File: src/sv/pcm_pkg.sv
`timescale 1ns / 1ps
// ----------------------------------------------------------------------------
// pcm_pkg
// Shared types and constants of the permutation crossover/mutation core.
// ----------------------------------------------------------------------------
package pcm_pkg;

	localparam int LETTER_W       = 5;
	localparam int POS_W          = 5;
	localparam int MASK_W         = 2 ** LETTER_W;
	localparam int ALPHABET_SIZE  = 25;
	localparam int KEY_LENGTH_DEF = 25;
	localparam int MODE_W         = 2;

	// mutation modes; other codes leave the child alone
	localparam logic [MODE_W-1:0] MUT_SWAP    = 2'd0;
	localparam logic [MODE_W-1:0] MUT_REVERSE = 2'd1;

	typedef enum logic [1:0] {
		ST_LOAD,
		ST_BUILD,
		ST_READ,
		ST_SHOW
	} pcm_state_t;

	// contents of one position cell
	typedef struct packed {
		logic [LETTER_W-1:0] p1;
		logic [LETTER_W-1:0] p2;
		logic                keep;
	} cell_data_t;

	// per-cell control: load write, advance first-parent lane, advance second-parent lane
	typedef struct packed {
		logic wr;
		logic adv_a;
		logic adv_b;
	} cell_ctrl_t;

endpackage

File: src/sv/pcm_if.sv
`timescale 1ns / 1ps
// ----------------------------------------------------------------------------
// pcm_if
// Valid/ready channel interfaces: parent positions in, child letters out,
// mutation mode configuration.
// ----------------------------------------------------------------------------
interface pcm_item_if import pcm_pkg::*; ();
	logic                valid;
	logic                ready;
	logic [LETTER_W-1:0] parent_one_letter;
	logic [LETTER_W-1:0] parent_two_letter;
	logic                keep_flag;
	logic [POS_W-1:0]    first_position;
	logic [POS_W-1:0]    second_position;
	logic                last_item;

	modport source (
		output valid, parent_one_letter, parent_two_letter, keep_flag,
		output first_position, second_position, last_item,
		input  ready
	);
	modport sink (
		input  valid, parent_one_letter, parent_two_letter, keep_flag,
		input  first_position, second_position, last_item,
		output ready
	);
endinterface

interface pcm_result_if import pcm_pkg::*; ();
	logic                valid;
	logic                ready;
	logic [LETTER_W-1:0] child_letter;
	logic                final_letter;
	logic                invalid_child;

	modport source (output valid, child_letter, final_letter, invalid_child, input ready);
	modport sink   (input  valid, child_letter, final_letter, invalid_child, output ready);
endinterface

interface pcm_cfg_if import pcm_pkg::*; ();
	logic              valid;
	logic              ready;
	logic [MODE_W-1:0] mutation_mode;

	modport source (output valid, mutation_mode, input ready);
	modport sink   (input  valid, mutation_mode, output ready);
endinterface

File: src/sv/pcm_cell.sv
`timescale 1ns / 1ps
// ----------------------------------------------------------------------------
// pcm_cell
// One position of the parent chain: holds both parent letters and the keep
// bit, takes the neighbor's contents when its lane advances.
// ----------------------------------------------------------------------------
module pcm_cell import pcm_pkg::*; (
	input  logic       clk,
	input  cell_ctrl_t ctrl,
	input  cell_data_t wr_data,
	input  cell_data_t nxt_data,
	output cell_data_t data
);

	cell_data_t data_q;

	always_ff @(posedge clk) begin
		if (ctrl.wr) begin
			data_q <= wr_data;
		end else begin
			if (ctrl.adv_a) begin
				data_q.p1   <= nxt_data.p1;
				data_q.keep <= nxt_data.keep;
			end
			if (ctrl.adv_b) begin
				data_q.p2 <= nxt_data.p2;
			end
		end
	end

	assign data = data_q;

endmodule

File: src/sv/permutation_crossover_mutation_core.sv
`timescale 1ns / 1ps
// ----------------------------------------------------------------------------
// permutation_crossover_mutation_core
// Uniform order-based crossover of two permutation keys followed by a swap
// or range-reversal mutation; emits the child one letter per transaction.
// ----------------------------------------------------------------------------
//  channel     dir  handshake     payload
//  item_in     in   valid/ready   parent letters, keep flag, positions, last
//  result_out  out  valid/ready   child letter, final flag, invalid flag
//  cfg         in   valid/ready   mutation_mode (ready always high)
//
//  Load: one position per cycle into a chain of KEY_LENGTH cells.
//  Build: after the last item the chain drains through its head cell, one
//    step per cycle; each step either produces one child letter or skips a
//    second-parent letter that was already kept.
//  Emit: each letter is read from the child RAM, then held in the output register.
//  Reset clears control state only; cell and RAM contents are don't-care.
//  item_in is not ready until the last letter of the previous child is taken;
//  a stalled result_out holds the letter and freezes the emit sequence.
// ----------------------------------------------------------------------------
module permutation_crossover_mutation_core import pcm_pkg::*; #(
	parameter int KEY_LENGTH = KEY_LENGTH_DEF
) (
	input  logic           clk,
	input  logic           arst_n,
	pcm_item_if.sink       item_in,
	pcm_result_if.source   result_out,
	pcm_cfg_if.sink        cfg
);

	localparam int CNT_W  = $clog2(KEY_LENGTH + 1);  // holds 0..KEY_LENGTH
	localparam int IDX_W  = $clog2(KEY_LENGTH);      // position index
	localparam int ADDR_W = POS_W + 2;               // reversal address math

	pcm_state_t state_q, state_d;

	// configuration
	logic [MODE_W-1:0] mode_q;

	// load side
	logic [CNT_W-1:0]  load_cnt_q;
	logic [MASK_W-1:0] kept_q;      // letters kept from the first parent

	// build side
	logic [CNT_W-1:0]  n_q;         // child length
	logic [CNT_W-1:0]  src_q;       // second-parent letters consumed
	logic [IDX_W-1:0]  i_q;         // child position being filled
	logic [MASK_W-1:0] seen_q;      // child letters produced so far
	logic              bad_q;

	// mutation, sampled with the last item
	logic              mut_swap_q;
	logic              mut_rev_q;
	logic [POS_W-1:0]  pos_a_q;
	logic [POS_W-1:0]  pos_b_q;
	logic [POS_W-1:0]  lo_q;
	logic [POS_W-1:0]  hi_q;

	// emit side
	logic [IDX_W-1:0]    j_q;
	logic [LETTER_W-1:0] rd_q;
	logic [LETTER_W-1:0] child_mem [KEY_LENGTH];

	// ---------------------------------------------------------------- handshakes
	logic in_acc, last_acc, out_acc, store_ok;
	logic [CNT_W-1:0] n_next;

	assign in_acc   = item_in.valid & item_in.ready;
	assign last_acc = in_acc & item_in.last_item;
	assign out_acc  = result_out.valid & result_out.ready;
	assign store_ok = (load_cnt_q != CNT_W'(KEY_LENGTH));
	assign n_next   = store_ok ? load_cnt_q + CNT_W'(1) : load_cnt_q;

	assign cfg.ready = 1'b1;

	always_ff @(posedge clk or negedge arst_n) begin
		if (!arst_n) begin
			mode_q <= MUT_SWAP;
		end else if (cfg.valid) begin
			mode_q <= cfg.mutation_mode;
		end
	end

	// ---------------------------------------------------------------- cell chain
	cell_data_t cell_q [KEY_LENGTH];
	cell_data_t head;
	cell_data_t wr_data;
	logic       adv_a, adv_b;

	assign wr_data.p1   = item_in.parent_one_letter;
	assign wr_data.p2   = item_in.parent_two_letter;
	assign wr_data.keep = item_in.keep_flag;
	assign head         = cell_q[0];

	for (genvar k = 0; k < KEY_LENGTH; k++) begin : g_cell
		cell_ctrl_t ctrl;
		cell_data_t nxt;

		assign ctrl.wr    = in_acc & store_ok & (load_cnt_q == CNT_W'(k));
		assign ctrl.adv_a = adv_a;
		assign ctrl.adv_b = adv_b;

		if (k == KEY_LENGTH - 1) begin : g_tail
			assign nxt = '0;
		end else begin : g_mid
			assign nxt = cell_q[k+1];
		end

		pcm_cell u_cell (
			.clk      (clk),
			.ctrl     (ctrl),
			.wr_data  (wr_data),
			.nxt_data (nxt),
			.data     (cell_q[k])
		);
	end

	// ---------------------------------------------------------------- build step
	// Head cell holds child position i (lane a) and the next unused
	// second-parent letter (lane b). Each cycle either skips a kept letter
	// on lane b or produces one child letter.
	logic                src_ok, skip, produce, exhaust, dup, build_done;
	logic [LETTER_W-1:0] letter;

	assign src_ok  = (src_q < n_q);
	assign skip    = !head.keep && src_ok && kept_q[head.p2];
	assign produce = (state_q == ST_BUILD) && !skip;
	assign exhaust = !head.keep && !src_ok;
	assign adv_a   = produce;
	assign adv_b   = (state_q == ST_BUILD) && !head.keep && src_ok;

	always_comb begin
		if (head.keep) begin
			letter = head.p1;
		end else if (src_ok) begin
			letter = head.p2;
		end else begin
			letter = '0;
		end
	end

	assign dup        = seen_q[letter];
	assign build_done = produce && ((CNT_W'(i_q) + CNT_W'(1)) == n_q);

	always_ff @(posedge clk) begin
		if (produce) begin
			child_mem[i_q] <= letter;
		end
	end

	// ---------------------------------------------------------------- emit address
	// Mutation is applied as an address remap on the child RAM read.
	logic [POS_W-1:0]  j_pos;
	logic [ADDR_W-1:0] rev_addr;
	logic [ADDR_W-1:0] rd_addr;
	logic              last_out;

	assign j_pos    = POS_W'(j_q);
	assign rev_addr = ADDR_W'(lo_q) + ADDR_W'(hi_q) - ADDR_W'(1) - ADDR_W'(j_pos);
	assign last_out = ((CNT_W'(j_q) + CNT_W'(1)) == n_q);

	always_comb begin
		rd_addr = ADDR_W'(j_pos);
		if (mut_swap_q) begin
			if (j_pos == pos_a_q) begin
				rd_addr = ADDR_W'(pos_b_q);
			end else if (j_pos == pos_b_q) begin
				rd_addr = ADDR_W'(pos_a_q);
			end
		end else if (mut_rev_q && (j_pos >= lo_q) && (j_pos < hi_q)) begin
			rd_addr = rev_addr;
		end
	end

	always_ff @(posedge clk) begin
		if (state_q == ST_READ) begin
			rd_q <= child_mem[rd_addr[IDX_W-1:0]];
		end
	end

	// ---------------------------------------------------------------- mutation setup
	logic mut_ok;

	assign mut_ok = (item_in.first_position != item_in.second_position)
		&& (32'(item_in.first_position) < 32'(n_next))
		&& (32'(item_in.second_position) < 32'(n_next));

	always_ff @(posedge clk) begin
		if (last_acc) begin
			pos_a_q    <= item_in.first_position;
			pos_b_q    <= item_in.second_position;
			mut_swap_q <= mut_ok && (mode_q == MUT_SWAP);
			mut_rev_q  <= mut_ok && (mode_q == MUT_REVERSE);
			if (item_in.first_position < item_in.second_position) begin
				lo_q <= item_in.first_position;
				hi_q <= item_in.second_position;
			end else begin
				lo_q <= item_in.second_position;
				hi_q <= item_in.first_position;
			end
		end
	end

	// ---------------------------------------------------------------- control regs
	always_ff @(posedge clk or negedge arst_n) begin
		if (!arst_n) begin
			load_cnt_q <= '0;
			kept_q     <= '0;
			n_q        <= '0;
			src_q      <= '0;
			i_q        <= '0;
			seen_q     <= '0;
			bad_q      <= 1'b0;
			j_q        <= '0;
		end else begin
			if (in_acc) begin
				if (item_in.last_item) begin
					load_cnt_q <= '0;
				end else begin
					load_cnt_q <= n_next;
				end
				if (store_ok && item_in.keep_flag) begin
					kept_q[item_in.parent_one_letter] <= 1'b1;
				end
			end

			if (last_acc) begin
				n_q    <= n_next;
				src_q  <= '0;
				i_q    <= '0;
				seen_q <= '0;
				bad_q  <= (32'(n_next) != 32'(ALPHABET_SIZE));
			end else begin
				if (adv_b) begin
					src_q <= src_q + CNT_W'(1);
				end
				if (produce) begin
					i_q            <= i_q + IDX_W'(1);
					seen_q[letter] <= 1'b1;
					if (exhaust || dup || (32'(letter) >= 32'(ALPHABET_SIZE))) begin
						bad_q <= 1'b1;
					end
				end
			end

			if (build_done) begin
				kept_q <= '0;
				j_q    <= '0;
			end else if (out_acc && !last_out) begin
				j_q <= j_q + IDX_W'(1);
			end
		end
	end

	// ---------------------------------------------------------------- state machine
	always_comb begin
		state_d = state_q;
		unique case (state_q)
			ST_LOAD:  if (last_acc)   state_d = ST_BUILD;
			ST_BUILD: if (build_done) state_d = ST_READ;
			ST_READ:  state_d = ST_SHOW;
			ST_SHOW: begin
				if (out_acc) begin
					state_d = last_out ? ST_LOAD : ST_READ;
				end
			end
			default:  state_d = ST_LOAD;
		endcase
	end

	always_ff @(posedge clk or negedge arst_n) begin
		if (!arst_n) begin
			state_q <= ST_LOAD;
		end else begin
			state_q <= state_d;
		end
	end

	always_comb begin
		item_in.ready            = (state_q == ST_LOAD);
		result_out.valid         = (state_q == ST_SHOW);
		result_out.child_letter  = rd_q;
		result_out.final_letter  = last_out;
		result_out.invalid_child = bad_q;
	end

	// ---------------------------------------------------------------- assertions
	a_no_overlap: assert property (@(posedge clk) disable iff (!arst_n)
		!(item_in.ready && result_out.valid))
		else $error("load and emit overlap");

	a_src_bound: assert property (@(posedge clk) disable iff (!arst_n)
		(state_q == ST_BUILD) |-> (src_q <= n_q))
		else $error("second-parent pointer past child length");

	a_build_idx: assert property (@(posedge clk) disable iff (!arst_n)
		produce |-> ((CNT_W'(i_q) + CNT_W'(1)) <= n_q))
		else $error("child write beyond child length");

	a_kept_clear: assert property (@(posedge clk) disable iff (!arst_n)
		build_done |=> (kept_q == '0) && (load_cnt_q == '0))
		else $error("load state not cleared after build");

endmodule
File: src/flat_wrapper.sv
// flat-port wrapper written by rule: the top's interface ports become plain ports
module permutation_crossover_mutation_core_flat import pcm_pkg::*;
#(
	parameter int KEY_LENGTH = KEY_LENGTH_DEF
)
  (clk, arst_n, item_in_valid, item_in_parent_one_letter, item_in_parent_two_letter, item_in_keep_flag, item_in_first_position, item_in_second_position, item_in_last_item, item_in_ready, result_out_valid, result_out_child_letter, result_out_final_letter, result_out_invalid_child, result_out_ready, cfg_valid, cfg_mutation_mode, cfg_ready);
  pcm_item_if item_in_i ();
  pcm_result_if result_out_i ();
  pcm_cfg_if cfg_i ();
  input  logic clk;
  input  logic arst_n;
  input wire logic [$bits(item_in_i.valid)-1:0] item_in_valid;
  input wire logic [$bits(item_in_i.parent_one_letter)-1:0] item_in_parent_one_letter;
  input wire logic [$bits(item_in_i.parent_two_letter)-1:0] item_in_parent_two_letter;
  input wire logic [$bits(item_in_i.keep_flag)-1:0] item_in_keep_flag;
  input wire logic [$bits(item_in_i.first_position)-1:0] item_in_first_position;
  input wire logic [$bits(item_in_i.second_position)-1:0] item_in_second_position;
  input wire logic [$bits(item_in_i.last_item)-1:0] item_in_last_item;
  output wire logic [$bits(item_in_i.ready)-1:0] item_in_ready;
  output wire logic [$bits(result_out_i.valid)-1:0] result_out_valid;
  output wire logic [$bits(result_out_i.child_letter)-1:0] result_out_child_letter;
  output wire logic [$bits(result_out_i.final_letter)-1:0] result_out_final_letter;
  output wire logic [$bits(result_out_i.invalid_child)-1:0] result_out_invalid_child;
  input wire logic [$bits(result_out_i.ready)-1:0] result_out_ready;
  input wire logic [$bits(cfg_i.valid)-1:0] cfg_valid;
  input wire logic [$bits(cfg_i.mutation_mode)-1:0] cfg_mutation_mode;
  output wire logic [$bits(cfg_i.ready)-1:0] cfg_ready;
  assign item_in_i.valid = item_in_valid;
  assign item_in_i.parent_one_letter = item_in_parent_one_letter;
  assign item_in_i.parent_two_letter = item_in_parent_two_letter;
  assign item_in_i.keep_flag = item_in_keep_flag;
  assign item_in_i.first_position = item_in_first_position;
  assign item_in_i.second_position = item_in_second_position;
  assign item_in_i.last_item = item_in_last_item;
  assign item_in_ready = item_in_i.ready;
  assign result_out_valid = result_out_i.valid;
  assign result_out_child_letter = result_out_i.child_letter;
  assign result_out_final_letter = result_out_i.final_letter;
  assign result_out_invalid_child = result_out_i.invalid_child;
  assign result_out_i.ready = result_out_ready;
  assign cfg_i.valid = cfg_valid;
  assign cfg_i.mutation_mode = cfg_mutation_mode;
  assign cfg_ready = cfg_i.ready;
  permutation_crossover_mutation_core #(.KEY_LENGTH(KEY_LENGTH)) u_core (.clk(clk), .arst_n(arst_n), .item_in(item_in_i), .result_out(result_out_i), .cfg(cfg_i));
endmodule
File: config.mk
export PLATFORM = sky130hd
export DESIGN_NAME = permutation_crossover_mutation_core_flat
export DESIGN_NICKNAME = d
export VERILOG_FILES = /design/src/sv/pcm_pkg.sv /design/src/sv/pcm_if.sv /design/src/sv/pcm_cell.sv /design/src/sv/permutation_crossover_mutation_core.sv /design/src/flat_wrapper.sv
export SDC_FILE = /design/constraint.sdc
export NUM_CORES = 1
export LEC_CHECK = 0
export ABC_AREA = 1
export BUFFER_PORTS_ARGS = -buffer_cell sky130_fd_sc_hd__buf_4
export CAP_MARGIN = 0
export CORE_MARGIN = 1.5
export CORE_UTILIZATION = 57
export DETAILED_ROUTE_END_ITERATION = 8
export GPL_TIMING_DRIVEN = 0
export PLACE_DENSITY_LB_ADDON = 0.08
export SETUP_SLACK_MARGIN = 0.5
export SYNTH_ARGS = -nofsm -noshare
export SYNTH_HDL_FRONTEND = slang
export SYNTH_SLANG_ARGS = --single-unit
File: constraint.sdc
create_clock -name clk -period 2.8 [get_ports clk]
set_input_delay 0.28 -clock clk [delete_from_list [all_inputs] [get_ports clk]]
set_output_delay 0.28 -clock clk [all_outputs]
set_load 0.01 [all_outputs]
### After elaboration in Yosys (flattened, before gate mapping)

Memories as Yosys holds them, arrays and structs flattened. A register that Yosys moved wholly into a read port is not among the register bits.
Cells that the tools add are included.

| operators by class | value |
|---|---|
| muxes and demuxes | 139 |
| reduce and logical (&&, ||, !) cells | 85 |
| equality and inequality tests | 38 |
| magnitude comparators | 12 |
| bitwise gates (word level) | 31 |
| add/sub/neg operators | 7 |

Operator list:

| kind | count |
|---|---|
| $mux 5 | 66 |
| $mux 11 | 25 |
| $mux 32 | 5 |
| $reduce_bool 2->1 | 56 |
| $or 32x32->32 | 2 |
| $eq 5x5->1 const B | 9 |
| $eq 5x4->1 const B | 8 |
| $mux 1 | 34 |
| $and 1x1->1 | 29 |
| $lt 5x5->1 | 5 |
| $add 5x1->5 const B | 4 |
| $eq 5x3->1 const B | 4 |
| $eq 5x5->1 | 4 |
| $lt 5x6->1 const B | 3 |
| $logic_and 1x1->1 | 17 |
| $bmux 1 s5 | 2 |
| $demux 1 s5 | 2 |
| $eq 5x2->1 const B | 2 |
| $ge 5x1->1 const B | 2 |
| $ne 5x5->1 const B | 2 |
| $mux 2 | 4 |
| $pmux 2 s4 | 1 |
| $add 5x5->5 | 1 |
| $eq 5x1->1 const B | 1 |
| 15 further kinds | 24 |

| storage, ports and cells | value |
|---|---|
| memory bits (writable) | 125 |
| input bits | 29 |
| output and inout bits | 10 |
| logic and storage cells | 404 |
| memories kept | 1 |
| register bits after elaboration | 391 |

Memories:

| memory | depth | width | rd ports | clocked after Yosys merged registers in | write ports | RTL line | text |
|---|---|---|---|---|---|---|---|
| u_core.child_mem | 25 | 5 | 1 | 1 | 1 | permutation_crossover_mutation_core.sv:62 | `logic [LETTER_W-1:0] child_mem [KEY_LENGTH];` |

### Depth between registers and ports, before layout

Gate-level depths: netlist of the first run.

| depth | value |
|---|---|
| depth after elaboration | 10 |
| gate-level depth with buffers | 22 |
| depth with buffers taken out | 20 |

### Hierarchy

From an unflattened synthesis of the first run, not the netlist that was laid out.

| second synthesis, totals | value |
|---|---|
| cells, all modules | 2760 |
| area, all modules | 25560.8 sq um |

By module, submodules not included:

| module | cells an instance | seq. area each (sq um) | instances | area each (sq um) |
|---|---|---|---|---|
| permutation_crossover_mutation_core | 1535 | 6741.5 | 1 | 13173.9 |
| pcm_cell | 49 | 330.3 | 25 | 495.5 |

### Worst setup path after synthesis of the first run

No wires, ideal clock.

| timing | value |
|---|---|
| kind | flip-flop to flip-flop |
| start point | register u_core.n_q[4] |
| end point | register u_core.bad_q (netlist: u_core.result_out.invalid_child) |
| arrival | 2758 ps |
| clock period less this slack | 2874 ps |
| data required time | 2683 ps |
| setup time | 117 ps |
| stages on the path, launching flop included | 16 |
| slack | -74 ps |
| buffers on the path | 0 |
| cells stage by stage | dfrtp_1 > inv_1 > ha_1 > a21o_1 > nor2_1 > nand3_2 > o21ai_1 > nand2_1 > nor2_1 > nand2_1 > nand2_1 > nor2_1 > nand2_1 > nand2_1 > nand2_1 > nand2_1 |

| on the way | value |
|---|---|
| word-level cells in the longest chain between the ends | 9 |
| elaborated cells on any way between the ends | 17 |
| those cells by class | order compare: 2; mux: 4; reduce/logical: 11 |

RTL lines:

| item | RTL line | text |
|---|---|---|
| start, declared | permutation_crossover_mutation_core.sv:45 | `logic [CNT_W-1:0] n_q;` |
| start signal, assigned | permutation_crossover_mutation_core.sv:228 | `n_q <= n_next;` |
| $lt 5x5->1 * | permutation_crossover_mutation_core.sv:125 | `assign src_ok = (src_q < n_q);` |
| $mux 5 * | permutation_crossover_mutation_core.sv:135 | `end else if (src_ok) begin` |
| $mux 5 * | permutation_crossover_mutation_core.sv:133 | `if (head.keep) begin` |
| net u_core.letter[4] | permutation_crossover_mutation_core.sv:123 | `logic [LETTER_W-1:0] letter;` |
| $bmux 1 s5 | permutation_crossover_mutation_core.sv:142 | `assign dup = seen_q[letter];` |
| $mux 1 (not written as such) | permutation_crossover_mutation_core.sv:142 |  |
| $logic_or 1x1->1 | permutation_crossover_mutation_core.sv:240 | `if (exhaust \|\| dup \|\| (32'(letter) >= 32'(ALPHABET_SIZE))) begin` |
| $logic_or 1x1->1 * | permutation_crossover_mutation_core.sv:240 |  |
| $reduce_bool 2->1 (no line) * | - |  |
| $reduce_and 2->1 (no line) * | - |  |
| end signal, assigned | permutation_crossover_mutation_core.sv:232 | `bad_q <= (32'(n_next) != 32'(ALPHABET_SIZE));` |
| end, declared | permutation_crossover_mutation_core.sv:49 | `logic bad_q;` |

The timed path passes the listed nets; every way through them passes the cells marked *. The select of a mux whose other input is x is not followed.
A chain may end at the register's enable or synchronous reset.

### Worst setup path in the final report of the first run

| timing | value |
|---|---|
| start point | register u_core.j_q[1] (netlist: u_core.j_pos[1]) |
| end point | register u_core.rd_q[4] (netlist: u_core.result_out.child_letter[4]) (read register of u_core.child_mem) (data pin) |

| on the way | value |
|---|---|
| word-level cells in the longest chain between the ends | 5 |
| elaborated cells on any way between the ends | 11 |
| those cells by class | add/sub: 1; order compare: 2; eq/ne: 2; mux: 4; reduce/logical: 2 |

RTL lines:

| item | RTL line | text |
|---|---|---|
| start, declared | permutation_crossover_mutation_core.sv:60 | `logic [IDX_W-1:0] j_q;` |
| start signal, assigned | permutation_crossover_mutation_core.sv:250 | `j_q <= j_q + IDX_W'(1);` |
| $ge 5x5->1 | permutation_crossover_mutation_core.sv:170 | `end else if (mut_rev_q && (j_pos >= lo_q) && (j_pos < hi_q)) begin` |
| $logic_and 1x1->1 (2 in a row) | permutation_crossover_mutation_core.sv:170 |  |
| $mux 5 | permutation_crossover_mutation_core.sv:170 |  |
| $mux 5 * | permutation_crossover_mutation_core.sv:164 | `if (mut_swap_q) begin` |
| end, declared | permutation_crossover_mutation_core.sv:61 | `logic [LETTER_W-1:0] rd_q;` |

Mark *: on every way between the ends. The rest lies on a longest branch, timed or not.

==> results.ini, run 1 <==
[placement]
port_buffers = 37
dp_cells = 2964
post_dp_cell_area_um2 = 25000
dpl_worst_slack_ps = -474
dp.final_hpwl_mm = 41.6
place.gp.congestion = 0.906

[final_layout]
drive_gt1_share_pct = 22.9
area_delta_synth_final_pct = 27.2
fin_nets = 2699
num_antenna_cells = 0
final_cell_count_no_fill = 3198
design_area_um2 = 30400
final_cell_mix = nand2_1 (554), edfxtp_1 (427), o21ai_0 (292), inv_1 (190), nand3_1 (165)
final_util_pct = 74.0
layout_commonest_cell = nand2_1

[worst_setup_path]
cp.arrival_ps = 3240
crit_path_frequent_cell = nand2_1
start_kind = register
rr_worst_depth = 14
timing.rr.end = u_core.result_out.child_letter[4]$_DFFE_PP_
path_class = reg -> reg
cpPeakStageDelay_ps = 500
critPathSlowestCell = fa_1
cp.required_ps = 3140
worstReg2RegStart = u_core.j_pos[1]$_DFFE_PN0P_
end_kind = register
crit_chain = fa_1, inv_1, ha_2, fa_1, nor2_2, o21ai_4, buf_12, clkinv_8, clkbuf_16, nand3_2, nand3_2, nand2_1, nand2_1, nand2_1
r2r_setup_slack_ps = -100
critPathBufInv = 4
cp_max_fo = 5
crit_family = adder cells

[pwr]
fin_total_pwr_mw = 24.9
p_per_area_nw_per_um2 = 819
p_leak_nw = 12.5
irDropWorstVdd_v = 0.000532

[floorplan]
die_w_um = 208
top_level_ports = 39
die_y_um = 208
row_count = 74
coreArea_um2 = 41100
initial_utilization_pct = 58.2
die_area_um2 = 43200

[synth]
synth_cells = 2395
syn-mean-instance-area_um2 = 9.99
synth_area_leader_cell = edfxtp_1
synth_edf_count = 427
yosys_most_used_dff = edfxtp_1
yosys_warnings = 0
synth_nets = 2473
synth_top_cell_area_share_pct = 53.6
syn_area_um2 = 23900
synth.area.top_cells = edfxtp_1 (54%), nand2_1 (9.9%), dfrtp_1 (9.1%)
yosysUniqueCellTypes = 48
ys_seq_area_share_pct = 62.7
ys_async_sr_fraction_pct = 16.9
synth_seq_cells = 514

[sta]
holdWs_ps = 102
hold_viol = 0
drv_slew = 0
timing.setup.tns_ps = -337
rsz0062_at_grt = true
setup_viol = 5
tightestPinTransition_ps = 1180
relSlewSlack_pct = 21.1
period_minus_slack_ps = 2900
fmax_mhz = 345
clock_skew_ps = 18.8
fin_ws_ps = -100
period_share_pct = 104

[clocking]
cts_root_buf = clkbuf_16
htreeDepth = 2
clk_latency_ps = 610
cts.sinks = 514
clk_pin_slew_worst_paths_ps = 60
clockBufferDepth = 3
numCtsBuffers = 53
cts_tree = yes

[route]
ant_nets = 0
vias = 18700
avgViaCountPerCell = 5.86
drc = 0
wirelength_mm = 66.1
avgRoutedWirePerCell_um = 20.7
drt_first_iter_violations = 1772
firstDrtPassIters = 5

[min_path]
holdCritStartpoint = item_in_parent_one_letter[1]
hold_depth = 3
hold_class = in -> reg
whs_endpoint = u_core.kept_q[30]$_DFFE_PN0P_

[global_route]
grt.total_usage_pct = 29.9
grt_pass1_wl_mm = 99.9
grt_max_degree = 88
overflow = 0
grt_pass1_vias = 18300
antenna_found_initial = 0

[status]
violations = negative setup slack
outcome = complete, but fails checks

[job]
maxCapViolCount = 0

==> timing repair <==
action / 4_1_cts / 5_1_grt
hold endpoints to repair: 102 / 0
endpoints found under the setup margin: 815 / 772
hold buffers: 19 / 0
setup buffers: 57 / 45
cloned: 8 / 5
resized for setup: 335 / 237
pin swaps: 53 / 56
==> report_power, final <==
part	internal (mW)	total, mW	switching [mW]
clock	4.37	7.33	2.96
sequential	9.09	9.45	0.369
combinational	3.19	8.14	4.95
==> cell usage after synthesis (6+ instances only) <==
cell type,n
a21oi_1,81
a31oi_1,13
buf_2,35
buf_4,12
buf_6,6
clkbuf_1,76
dfrtp_1,87
edfxtp_1,427
ha_1,44
inv_1,203
inv_2,14
nand2_1,633
nand3_1,194
nand3b_1,15
nand4_1,14
nor2_1,129
nor2_2,6
nor3_1,20
o211ai_1,7
o21ai_0,297
o22ai_1,8
xor2_1,13
==> worst max path at each step <==
| stage | start | endpoint | slack [ps] | depth (start not counted) |
|---|---|---|---|---|
| finish | u_core.j_pos[1]$_DFFE_PN0P_ | u_core.result_out.child_letter[4]$_DFFE_PP_ | -100 | 14 |
| global route | u_core.j_pos[1]$_DFFE_PN0P_ | u_core.result_out.child_letter[4]$_DFFE_PP_ | -180 | 14 |
| CTS | u_core.j_pos[1]$_DFFE_PN0P_ | u_core.result_out.child_letter[1]$_DFFE_PP_ | -50 | 12 |
| detailed placement | u_core.n_q[4]$_DFFE_PN0P_ | u_core.result_out.invalid_child$_DFFE_PN0P_ | -470 | 15 |
| global placement | u_core.n_q[4]$_DFFE_PN0P_ | u_core.result_out.invalid_child$_DFFE_PN0P_ | -480 | 15 |
| floorplan | u_core.j_pos[1]$_DFFE_PN0P_ | u_core.result_out.child_letter[0]$_DFFE_PP_ | 190 | 12 |
==> worst register-to-register path, stage by stage (launching register included) <==
cell       delay (ps)
dfrtp_2           480
fa_1              510
inv_1              40
ha_2              170
fa_1              460
nor2_2            170
o21ai_4            70
buf_12            150
clkinv_8           60
clkbuf_16         140
nand3_2           100
nand3_2            90
nand2_1            60
nand2_1            70
nand2_1            60
==> cell type report <==
type / instances / area, um2
timing repair buffer: 167 / 1650
tap: 532 / 666
clock inverter: 28 / 320
fill: 2805 / 10700
inverter: 221 / 916
multi-input combinational: 1535 / 9470
sequential: 514 / 15000
clock buffer: 72 / 1490
buffer: 129 / 897
==> cell families (layout without fill, tap and decap cells) <==
kind of cell | count (synthesis) | after routing | synth area share [%]
other | 1 | 1 | 0.0157
adder cells (fa/ha/maj) | 49 | 49 | 2.72
AO/OA/AOI/OAI | 428 | 432 | 9.40
flip-flops | 514 | 514 | 62.7
AND/OR/NAND/NOR | 1033 | 1033 | 18.3
XOR/XNOR | 19 | 19 | 0.727
buffers and inverters | 350 | 617 | 6.05
multiplexers | 1 | 1 | 0.0471
==> registers in the layout (all words and copies together) (netlist names) <==
signal                           cells
u_core.child_mem                   125
u_core.g_cell.u_cell.data          275
u_core.hi_q                          5
u_core.i_q                           5
u_core.j_pos                         5
u_core.kept_q                       32
u_core.lo_q                          5
u_core.load_cnt_q                    5
u_core.mode_q                        2
u_core.mut_rev_q                     1
u_core.mut_swap_q                    1
u_core.n_q                           5
u_core.pos_a_q                       5
u_core.pos_b_q                       5
u_core.result_out.child_letter       5
u_core.result_out.invalid_child      1
u_core.seen_q                       25
u_core.src_q                         5
u_core.state_q                       2
==> layer usage <==
layer  wire, um  global-route usage [%]  vias up
met5          0                       0        -
met4       2510                    12.8        0
met3       4080                    3.75      178
met2      33400                    50.9      775
met1      26100                    38.8     9126
li1           -                       -     8662
No activity file was read; power rests on OpenSTA's default activity.
==> run 2, diff against run 1 <==
CORE_MARGIN = not set   (was 1.5)
==> results.ini, run 2 (synthesis gave the netlist of run 1 again) <==
[status]
outcome = complete, but fails checks
violations = design-rule violations, negative setup slack

[final_layout]
num_antenna_cells = 0  ; unchanged
final_cell_count_no_fill = 3217  ; +0.59%
fillers = 2641  ; -5.8%
drive_gt1_share_pct = 24.4  ; +1.5 points
area_delta_synth_final_pct = 28.8
design_area_um2 = 30800  ; +1.3%
fin_nets = 2719  ; +0.74%
final_util_pct = 74.9  ; +0.95 points
final_cell_mix = nand2_1 (545), edfxtp_1 (427), o21ai_0 (291), inv_1 (184), nand3_1 (159)
layout_commonest_cell = nand2_1
largest_reg_flops = 275  ; unchanged

[pwr]
irDropWorstVdd_v = 0.000565  ; +6.3%
p_per_area_nw_per_um2 = 810  ; -1.2%
p_leak_nw = 12.6  ; +1.4%
fin_total_pwr_mw = 24.9  ; about the same

[sta]
fmax_mhz = 348  ; +0.92%
holdWs_ps = 85.6  ; -16.4 ps
drv_slew = 0  ; unchanged
setup_viol = 5  ; unchanged
clock_skew_ps = 34.6  ; +15.8 ps
tightestPinTransition_ps = 1250  ; +67.6 ps
fin_ws_ps = -74.0  ; +26.5 ps
timing.setup.tns_ps = -338  ; -1.26 ps
period_share_pct = 103  ; -0.94 points
rsz0062_at_grt = true
hold_viol = 0  ; unchanged
period_minus_slack_ps = 2870  ; -26.5 ps
relSlewSlack_pct = 16.6  ; -4.5 points

[worst_setup_path]
cp.arrival_ps = 3210  ; -30 ps
r2r_setup_slack_ps = -70  ; +30 ps
rr_worst_depth = 21  ; +7
cp.required_ps = 3140  ; about the same
end_kind = register
path_class = reg -> reg
cp_max_fo = 10  ; +5
start_kind = register

[job]
maxCapViolCount = 0  ; unchanged

[floorplan]
die_y_um = 207  ; -0.48%
top_level_ports = 39  ; unchanged
row_count = 74  ; unchanged
die_w_um = 207  ; -0.48%
coreArea_um2 = 41100  ; unchanged
die_area_um2 = 42800  ; -0.96%
initial_utilization_pct = 58.2  ; unchanged

[placement]
dpl_worst_slack_ps = -500  ; -26.0 ps
post_dp_cell_area_um2 = 25000  ; unchanged
port_buffers = 37  ; unchanged
place.gp.congestion = 0.909  ; +0.40%
dp.final_hpwl_mm = 41.0  ; -1.6%
dp_cells = 2964  ; unchanged

[clocking]
cts_tree = yes
cts.sinks = 514  ; unchanged
clk_latency_ps = 610  ; about the same
numCtsBuffers = 52  ; -1.9%
clk_pin_slew_worst_paths_ps = 60  ; about the same
cts_root_buf = clkbuf_16
htreeDepth = 2  ; unchanged
clockBufferDepth = 3  ; unchanged

[global_route]
grt.total_usage_pct = 30.4  ; +0.54 points
overflow = 0  ; unchanged
grt_pass1_wl_mm = 98.9  ; -1.0%
grt_pass1_vias = 18300  ; +0.022%
antenna_found_initial = 0  ; unchanged
grt_max_degree = 88  ; unchanged

[route]
drc = 1  ; +1
avgViaCountPerCell = 5.97  ; +1.8%
vias = 19200  ; +2.4%
firstDrtPassIters = 9  ; +4
dr_wl_met2_mm = 34.0  ; +1.8%
wl_met3_mm = 4.34  ; +6.4%
drt_first_iter_violations = 1791  ; +1.1%
routed.top_layer = met4
wirelength_mm = 67.9  ; +2.8%
avgRoutedWirePerCell_um = 21.1  ; +2.1%
ant_nets = 0  ; unchanged
drt-met1-wl_mm = 26.6  ; +2.0%

[min_path]
hold_depth = 4  ; +1
hold_class = in -> reg

-- run 2: cell types whose count changed in the layout (fill, tap and decap cells not counted), sizes merged --
cell | previous run | this run
buf | 200 | 225
bufinv | 7 | 6
clkbuf | 148 | 145
clkinv | 23 | 24
clkinvlp | 3 | 2
dlygate4sd3 | 19 | 18
inv | 216 | 214
nand2 | 637 | 638
-- run 2: final cells by class --
class	count	area (um2)	area share [%]
plain buffers	129	920	2.99
flip-flops and latches	514	15000	48.7
inverters	221	916	2.97
repair buffers	187	1930	6.26
clock buffers	73	1460	4.75
well taps	532	666	2.16
clock inverters	25	287	0.930
multi-input cells	1536	9620	31.2
-- run 2: worst paths after layout --
check	from	to
worst max-delay path	u_core.j_pos[1]$_DFFE_PN0P_	u_core.result_out.child_letter[0]$_DFFE_PP_
worst min-delay path	item_in_valid	u_core.load_cnt_q[2]$_DFFE_PN0P_
worst max register to register	u_core.j_pos[1]$_DFFE_PN0P_	u_core.result_out.child_letter[0]$_DFFE_PP_
worst min register to register	u_core.kept_q[22]$_DFFE_PN0P_	u_core.kept_q[22]$_DFFE_PN0P_
max in group asynchronous	arst_n	u_core.j_pos[2]$_DFFE_PN0P_
min in group asynchronous	arst_n	u_core.kept_q[15]$_DFFE_PN0P_
-- run 2: routing by layer --
metal	up-vias	track usage, %
met4	0	13.6
li1	8692	-
met3	237	3.59
met1	9346	39.8
met5	-	0
met2	920	51.3
-- run 2: report_power, final --
group	internal [mW]	switching, mW	leakage (nW)
registers	9.08	0.378	4.75
logic	3.28	5.04	7.04
clock network	4.20	2.96	0.852
-- run 2: worst max-delay path, stage by stage (launching register included) --
cell     delay (ps)
dfrtp_2         450
buf_6           140
buf_4           130
ha_1            260
nand2_1          40
inv_1            40
nand2_1          40
nand2_1          50
nand2_1          80
nand2_4         100
nand3_4         100
nand2_2         100
nand3_4         180
nand2_8         180
buf_6           160
nand2_1          70
nand3_1         110
nand3_4         100
nand3_2          70
nand2_1          60
nand2_1          60
nand2_1          60
-- run 2: repair_timing --
item,CTS,global route
gates resized for setup,352,277
setup endpoints to repair,779,691
pin swaps,55,79
gates cloned,12,6
hold endpoints to repair,90,0
buffers inserted,66,53
hold buffers,18,0
==> run 3, diff against run 2 <==
CORE_UTILIZATION = 63   (was 57)
clock period = 2.9 ns   (was 2.8 ns; I/O delays follow)
==> results.ini, run 3 (synthesis gave the netlist of run 1 again) <==
[clocking]
clockBufferDepth = 3  ; unchanged
htreeDepth = 2  ; unchanged
numCtsBuffers = 52  ; unchanged
clk_latency_ps = 610  ; about the same
cts_root_buf = clkbuf_16
clk_pin_slew_worst_paths_ps = 60  ; about the same
cts.sinks = 514  ; unchanged
cts_tree = yes

[sta]
holdWs_ps = -63.6  ; -149 ps
setup_viol = 1  ; -4
drv_slew = 0  ; unchanged
relSlewSlack_pct = 17.9  ; +1.3 points
timing.setup.tns_ps = -7.39  ; +331 ps
fmax_mhz = 344  ; -1.1%
period_share_pct = 100  ; -2.4 points
hold_viol = 64  ; +64
tightestPinTransition_ps = 1230  ; -18.9 ps
rsz0062_at_grt = true
period_minus_slack_ps = 2910  ; +33.4 ps
clock_skew_ps = 16.0  ; -18.6 ps
fin_ws_ps = -7.39  ; +66.6 ps

[pwr]
share_comb_of_total_power_pct = 33.2  ; -0.2 points
p_per_area_nw_per_um2 = 810  ; about the same
sw_frac_of_total_pct = 33.6  ; about the same
internal-power_mw = 16.2  ; -2.3%
irDropWorstVdd_v = 0.000489  ; -14%
seqPwrFrac_pct = 37.5  ; -0.4 points
p_leak_nw = 12.4  ; -1.8%
power.switching_mw = 8.19  ; -2.3%
p_clk_share_pct = 29.3  ; +0.6 points

[worst_setup_path]
critPathSlowestCell = dfrtp_2
cpPeakStageDelay_ps = 460  ; about the same
critPathBufInv = 2  ; -2
cp_max_fo = 10  ; unchanged
crit_path_frequent_cell = nand2_1
cp.required_ps = 3260  ; +120 ps
end_kind = register
cp.arrival_ps = 3260  ; +50 ps
crit_chain = buf_4, ha_1, a21oi_1, nand2_1, nor2_4, nand4_1, nand3_4, buf_4, nand3b_1, nand3_1, nand3_4, nand3_2, nand2_2, nand2_1, nand2_1
crit_family = simple AND/OR/NAND/NOR gates
start_kind = register
path_class = reg -> reg

[final_layout]
final_cell_mix = nand2_1 (543), edfxtp_1 (427), o21ai_0 (287), inv_1 (185), nand3_1 (163)
num_antenna_cells = 0  ; unchanged
area_delta_synth_final_pct = 25.7
layout_commonest_cell = nand2_1
final_util_pct = 80.2  ; +5.3 points
drive_gt1_share_pct = 23.6  ; -0.77 points
largest_reg_flops = 275  ; unchanged
fin_nets = 2690  ; -1.1%

[route]
vias = 19200  ; +0.28%
avgViaCountPerCell = 6.08  ; +1.9%
drc = 0  ; -1
avgRoutedWirePerCell_um = 21.6  ; +2.4%
firstDrtPassIters = 7  ; -2
drt_first_iter_violations = 2177  ; +22%
ant_nets = 0  ; unchanged
wirelength_mm = 68.4  ; +0.76%

[global_route]
overflow = 0  ; unchanged
grt_pass1_wl_mm = 98.2  ; -0.66%
grt_pass1_vias = 18200  ; -0.67%
grt_max_degree = 88  ; unchanged
grt.total_usage_pct = 33.4  ; +3.0 points
antenna_found_initial = 0  ; unchanged

[floorplan]
die_w_um = 197  ; -4.8%
row_count = 71  ; -4.1%
coreArea_um2 = 37500  ; -8.8%
initial_utilization_pct = 63.8  ; +5.6 points
die_y_um = 197  ; -4.8%
die_area_um2 = 38700  ; -9.4%
top_level_ports = 39  ; unchanged

[min_path]
hold_class = in -> async

[placement]
dp.final_hpwl_mm = 40.3  ; -1.5%
place.gp.congestion = 0.940  ; +3.4%
port_buffers = 37  ; unchanged
dpl_worst_slack_ps = -809  ; -309 ps

[job]
maxCapViolCount = 0  ; unchanged

[status]
violations = negative hold slack, negative setup slack
outcome = complete, but fails checks

run 3: routing by layer:
metal  track usage [%]  vias to the layer above  share of wire, %  wire (um)
met3              7.14                      257               9.6       6600
met5                 0                        -                 0          0
met4              12.8                        0               4.3       2930
li1                  -                     8601                 -          -
met1              41.7                     9242                36      24800
met2              57.1                     1148                50      34100
run 3: final timing paths:
path	endpoint	startpoint	cells after the start	slack, ps
setup / recovery	u_core.result_out.child_letter[1]$_DFFE_PP_	u_core.j_pos[3]$_DFFE_PN0P_	15	-7
hold / removal	u_core.i_q[3]$_DFFE_PN0P_	arst_n	1	-60
setup reg to reg	u_core.result_out.child_letter[1]$_DFFE_PP_	u_core.j_pos[3]$_DFFE_PN0P_	15	-7
hold reg to reg	u_core.seen_q[14]$_DFFE_PN0P_	u_core.seen_q[14]$_DFFE_PN0P_	2	500
max in group asynchronous	u_core.j_pos[1]$_DFFE_PN0P_	arst_n	1	2060
min in group clk	u_core.kept_q[31]$_DFFE_PN0P_	item_in_parent_one_letter[4]	3	30
run 3: area by class of cell:
class | count | area, um2
Sequential cell | 514 | 15000
Multi-Input combinational cell | 1535 | 9320
Fill cell | 2160 | 7420
Timing Repair Buffer | 159 | 1530
Clock buffer | 68 | 1420
Inverter | 221 | 905
Buffer | 129 | 866
Tap cell | 511 | 639
Clock inverter | 28 | 374
run 3: what timing repair did:
item / CTS / global route
endpoints found under the hold margin: 13 / 0
hold buffers: 14 / 0
buffers inserted: 47 / 51
gates resized for setup: 237 / 367
pin swaps: 26 / 91
cloned: 7 / 7
endpoints found under the setup margin: 743 / 687
run 3: power groups by stage:
stage	sequential (mW)	combinational, mW	clock [mW]
floorplan	9.15	3.51	0
global placement	9.23	4.85	0
detailed placement	9.24	5.03	0
CTS	9.07	6.36	7.13
global route	9.16	8.64	7.42
finish	9.14	8.09	7.14
run 3: metrics by stage:
step	power [mW]	std cells	instance area (um2)
final	24.4	3165	30100
after global routing	25.2	3165	30100
after CTS	22.6	3107	28200
after detailed placement	14.3	2943	24900
after global placement	14.1	2943	24900
after floorplan	12.7	2395	24000
